### src/rtl/pgc_pkg.sv
`default_nettype none
package pgc_pkg;

   localparam int FINE_NODES   = 4096;
   localparam int COARSE_NODES = 1024;

   localparam int FINE_AW   = (FINE_NODES > 1) ? $clog2(FINE_NODES) : 1;
   localparam int COARSE_AW = (COARSE_NODES > 1) ? $clog2(COARSE_NODES) : 1;

   localparam int CMD_W    = 2;
   localparam int NODE_W   = 12;
   localparam int AGG_W    = 10;
   localparam int WEIGHT_W = 16;
   localparam int VALUE_W  = 32;
   localparam int ACC_W    = 48;
   localparam int FCNT_W   = 13;
   localparam int CCNT_W   = 11;
   localparam int CSR_W    = 13;

   localparam int MUL_AW  = 33;
   localparam int MUL_BW  = 17;
   localparam int PROD_W  = MUL_AW + MUL_BW;
   localparam int P1_W    = WEIGHT_W + VALUE_W;
   localparam int WIDE_W  = 64;
   localparam int FRAC_SH = 28;

   localparam logic [CMD_W-1:0] CMD_LOAD = 2'd0;
   localparam logic [CMD_W-1:0] CMD_DIAG = 2'd1;
   localparam logic [CMD_W-1:0] CMD_OFF  = 2'd2;
   localparam logic [CMD_W-1:0] CMD_READ = 2'd3;

   localparam logic CSR_FINE_COUNT   = 1'b0;
   localparam logic CSR_COARSE_COUNT = 1'b1;

   localparam logic KIND_ENTRY = 1'b0;
   localparam logic KIND_READ  = 1'b1;

   localparam logic STATUS_OK    = 1'b0;
   localparam logic STATUS_RANGE = 1'b1;

   typedef enum logic [3:0] {
      ST_CLEAR,
      ST_IDLE,
      ST_LOOK_A,
      ST_LOOK_B,
      ST_CHECK,
      ST_MUL_P1,
      ST_MUL_HI,
      ST_MUL_LO,
      ST_ROUND,
      ST_ADD,
      ST_READ,
      ST_EMIT
   } state_type;

   typedef enum logic [2:0] {
      MAC_HOLD,
      MAC_P1,
      MAC_HI,
      MAC_LO,
      MAC_RND
   } mac_op_type;

endpackage
`default_nettype wire

### src/rtl/pgc_mac.sv
`default_nettype none
module pgc_mac
   import pgc_pkg::*;
(
   input  wire logic                       clock,
   input  wire mac_op_type                 op,
   input  wire logic signed [VALUE_W-1:0]  value,
   input  wire logic signed [WEIGHT_W-1:0] weight_a,
   input  wire logic signed [WEIGHT_W-1:0] weight_b,
   input  wire logic signed [ACC_W-1:0]    diag,
   output logic signed [ACC_W-1:0]         product,
   output logic signed [ACC_W-1:0]         sum
);

   logic signed [MUL_AW-1:0] mul_a;
   logic signed [MUL_BW-1:0] mul_b;
   logic signed [PROD_W-1:0] prod;
   logic signed [P1_W-1:0]   p1_ff;
   logic signed [WIDE_W-1:0] acc_ff;
   logic signed [WIDE_W-1:0] rnd_sum;
   logic signed [WIDE_W-1:0] rnd_shift;
   logic signed [ACC_W-1:0]  rnd_ff;
   logic signed [ACC_W:0]    sum_wide;

   always_comb begin
      unique case (op)
         MAC_P1: begin
            mul_a = MUL_AW'(value);
            mul_b = MUL_BW'(weight_a);
         end
         MAC_HI: begin
            mul_a = MUL_AW'($signed(p1_ff[P1_W-1:16]));
            mul_b = MUL_BW'(weight_b);
         end
         MAC_LO: begin
            mul_a = $signed({{(MUL_AW-16){1'b0}}, p1_ff[15:0]});
            mul_b = MUL_BW'(weight_b);
         end
         default: begin
            mul_a = '0;
            mul_b = '0;
         end
      endcase
   end

   assign prod      = PROD_W'(mul_a) * PROD_W'(mul_b);
   assign rnd_sum   = acc_ff + $signed(WIDE_W'(64'd1 << (FRAC_SH - 1)));
   assign rnd_shift = rnd_sum >>> FRAC_SH;

   always_ff @(posedge clock) begin
      unique case (op)
         MAC_P1:  p1_ff  <= prod[P1_W-1:0];
         MAC_HI:  acc_ff <= $signed({prod[ACC_W-1:0], 16'b0});
         MAC_LO:  acc_ff <= acc_ff + WIDE_W'(prod);
         MAC_RND: rnd_ff <= rnd_shift[ACC_W-1:0];
         default: ;
      endcase
   end

   assign product  = rnd_ff;
   assign sum_wide = (ACC_W+1)'(diag) + (ACC_W+1)'(rnd_ff);

   always_comb begin
      if (sum_wide[ACC_W] != sum_wide[ACC_W-1]) begin
         sum = sum_wide[ACC_W] ? {1'b1, {(ACC_W-1){1'b0}}} : {1'b0, {(ACC_W-1){1'b1}}};
      end else begin
         sum = sum_wide[ACC_W-1:0];
      end
   end

endmodule
`default_nettype wire

### config.mk
export PLATFORM = sky130hd
export DESIGN_NAME = pgc_mac
export DESIGN_NICKNAME = d
export VERILOG_FILES = /design/src/rtl/pgc_pkg.sv /design/src/rtl/pgc_mac.sv
export SDC_FILE = /design/constraint.sdc
export NUM_CORES = 2
export LEC_CHECK = 0
export ABC_AREA = 1
export CAP_MARGIN = 20
export CORE_ASPECT_RATIO = 0.5
export CORE_MARGIN = 2
export CORE_UTILIZATION = 50
export CTS_CLUSTER_DIAMETER = 60
export DETAILED_ROUTE_END_ITERATION = 10
export DONT_BUFFER_PORTS = 1
export PLACE_DENSITY = 0.63
export SETUP_SLACK_MARGIN = 0.5
export SYNTH_ARGS = -nofsm -noshare
export SYNTH_HDL_FRONTEND = slang
export SYNTH_SLANG_ARGS = --single-unit
### constraint.sdc
create_clock -name clock -period 20.4 [get_ports clock]
set_input_delay 3.06 -clock clock [delete_from_list [all_inputs] [get_ports clock]]
set_output_delay 3.06 -clock clock [all_outputs]
set_load 0.005 [all_outputs]
==> impl_results.md <==
- Post-synth EDFFs: 148
- Post-Layout Cell Count: around 5,700
- Cell Rows: 68
- Fmax: 73.8 MHz
- Setup CP Type: input pin to flop
- Top cell type's share of synthesized area: 0.300
- PwrDens: ~78 mW/mm2
- Syn_nets: 5,710
- Final period util: 0.664
- Area growth, synth to finish: 4.63%
- Clk_skew: 0.0228 ns
- # fillers: 6,943
- Largest net degree at the start of global routing: 68
- Number of buffers created by CTS: 17
- Fin. Hold Viols: 0
- Final ANT Viol Nets: 0
- Horiz. Die Dim: 380 um
- Core ar.: about 0.069 mm2
- Initial antenna violation count: 3
- Hold path depth: 3
- Seq cells post-synth: 148
- Top post-synthesis cells by area: fa_1 30%, edfxtp_1 13%, nand2_1 12%, inv_1 12%, ha_1 8.2%
- Crit path launch type: input pin
- Worst reg-to-reg path cell count: 32
- Final min period: about 14 ns
- Footprint of the multi-input gates: 0.0260 mm2
- Setup Buffers After CTS: 0
- Peak supply drop: 0.0000535 V
- Final std cell area, no fill: 0.0369 mm2
- H-tree Lvls: 4
- Pins Over Slew Limit: 0
- Yosys cell types: between 50 and 60
- Worst hold margin: 0.676 ns
- WP data arrival: 13.77 ns
- Mapped cell area: approximately 0.035 mm2
- Clock transition at the registers of the reported paths: 0.07 ns
- Global-route wire length before repair: 198,000 um
- Critical path fanouts, max: 67
- TritonCTS clock tree: done
- Static Leak: 0.0196 uW
- Share of layout cells above drive strength 1: 0.0408
- Seq/Total Area, Yosys: 0.126
- Crit-path max cell delay: a little over 0.9 ns
- Actual slew at the worst max-slew pin: 1.14 ns
- Die height: ~190 um
- Worst Hold Class: flop to flop
- Storage cell area: 0.00444 mm2
- Yosys warnings: 0
- Placed Instance Area: 0.0363 mm2
- Initial Utilization: 0.508
- DRT iter0 DRCs: 3,608
- RSZ-0062 raised after global routing: no
- Setup violators final: 0
- Status: finished, final reports clean
- Fraction of registers with async set/reset: 0
- Total GRT Usage: 0.365
- Fin nets: 5,661
- Clk sinks: 148
- Max-cap viol count: 0
- Slowest CP cell: fa_1
- Reg-to-reg setup timing slack: roughly 11 ns
- Mapped Avg Cell Area: 7.30 um2
- DRT Wirelength: roughly 130,000 um
- Port buffer count: 0
- Root Buffer: clkbuf_16
- Fin Setup TNS: 0 ns
- Routability cong.: 1.07
- Area leader, netlist: fa_1
- Ports: 212
- Placed cells: 5,711
- HPWL after DPL: 113,000 um
- Avg Vias per Cell: between 5 and 6
- Ant. Diodes: 0
- Number of global-route vias before repair: 31,048
- Top cell types by occurrence after synthesis: 1,170 x nand2_1, 1,108 x inv_1, 528 x fa_1
- Total gr overflow: 0
- Count leader, synth: nand2_1
- Routed length per placed instance: around 23 um
- CP Data Required Time: 20.63 ns
- DR DRC count: 0
- Clock Tree Buf Depth: 2
- DR pass1 iterations: 6
- Routed via count: 32,187
- Main flop type after synthesis: edfxtp_1
- CTS hold repair buffers: 0
- Post-synthesis cell count: 4,835
- Rel. slew slack: 0.234
- Die area: 0.0728 mm2
- Setup crit end kind: flop
- # resized after CTS: 0
- Worst-Skew Late Latency: 0.48 ns
-- cell usage in the layout, fill, tap and decap left out, types with 5 or more instances in the layout --
| cell type | n |
|---|---|
| clkinv_1 | 7 |
| nand2_2 | 37 |
| fa_1 | 528 |
| nand4_1 | 32 |
| clkbuf_16 | 17 |
| or2_2 | 13 |
| edfxtp_1 | 148 |
| o22ai_2 | 14 |
| a21oi_1 | 229 |
| a22oi_1 | 9 |
| buf_4 | 62 |
| clkinv_8 | 5 |
| nand3_1 | 179 |
| o211ai_1 | 7 |
| nor2_1 | 462 |
| inv_1 | 1107 |
| a21boi_0 | 7 |
| inv_2 | 9 |
| o21ai_1 | 6 |
| and2_1 | 17 |
| ha_1 | 231 |
| and3_1 | 8 |
| nand3b_1 | 17 |
| nor3_1 | 42 |
| nor3_2 | 6 |
| o21ai_0 | 158 |
| nor4_1 | 22 |
| nand2_1 | 1170 |
| o21bai_1 | 32 |
| o21a_1 | 9 |
| xnor2_1 | 25 |
| xor2_1 | 89 |
| a21o_1 | 17 |
| a31oi_1 | 13 |
| nor2_2 | 9 |
| a22o_1 | 18 |
-- flip-flops by register name, summed over array words and instances (netlist names) --
name,flops
product,36
acc_ff,64
p1_ff,48
-- metal layers --
metal	global-route usage	vias up	routed length [um]
li1	-	14604	-
met1	0.578	15816	61900
met2	0.516	1651	53200
met3	0.0714	116	14800
met4	0.0604	0	2080
met5	0	-	0
-- area by class of cell --
type	instances	share of cell area
multi-input cells	3433	0.704
repair buffers	63	0.0131
flip-flops and latches	148	0.120
clock buffers	17	0.0115
inverters	1123	0.114
well taps	945	0.0320
clock inverters	15	0.00478
-- where the power goes --
group	switching (uW)	leakage (uW)	total, uW	internal (uW)
Clock	172	0.000287	338	165
Sequential	44.0	0.00139	451	407
Combinational	1490	0.0179	2100	609
Total	1710	0.0196	2890	1180
-- final timing paths --
path | start | to
worst min register to register | acc_ff[0]$_SDFFCE_PP0N_ | acc_ff[0]$_SDFFCE_PP0N_
worst max-delay path | op[0] | acc_ff[46]$_DFFE_PN_
worst min-delay path | acc_ff[0]$_SDFFCE_PP0N_ | acc_ff[0]$_SDFFCE_PP0N_
worst max register to register | p1_ff[29]$_DFFE_PN_ | acc_ff[46]$_DFFE_PN_
-- logic make-up (layout without fill, tap and decap cells) --
logic type	count (synthesis)	count (layout)	synth area share
simple gates	2029	2029	0.239
flops	148	148	0.126
buf+inv	1254	1218	0.139
fa+ha+maj	759	759	0.381
xor+xnor	114	114	0.0283
compound gates	531	531	0.0867
-- critical path: cells and delay by family --
kind,cells,cell delay (ns)
AOI/OAI and AO/OA,4,1.48
xor gates and xnor gates,1,0.60
and+or+nand+nor,12,2.80
adders and majority gates,8,4.28
buffers and inverters,7,1.50
-- metrics by stage --
stage | power, uW | util | setup slack, ns
floorplan | 1690 | - | 8.48
global placement | 2480 | 0.523 | 6.62
detailed placement | 2470 | 0.523 | 6.64
CTS | 2820 | 0.531 | 7.08
global route | 3060 | 0.532 | 6.37
finish | 2890 | 0.532 | 6.85
(Power assumes the default switching activity.)
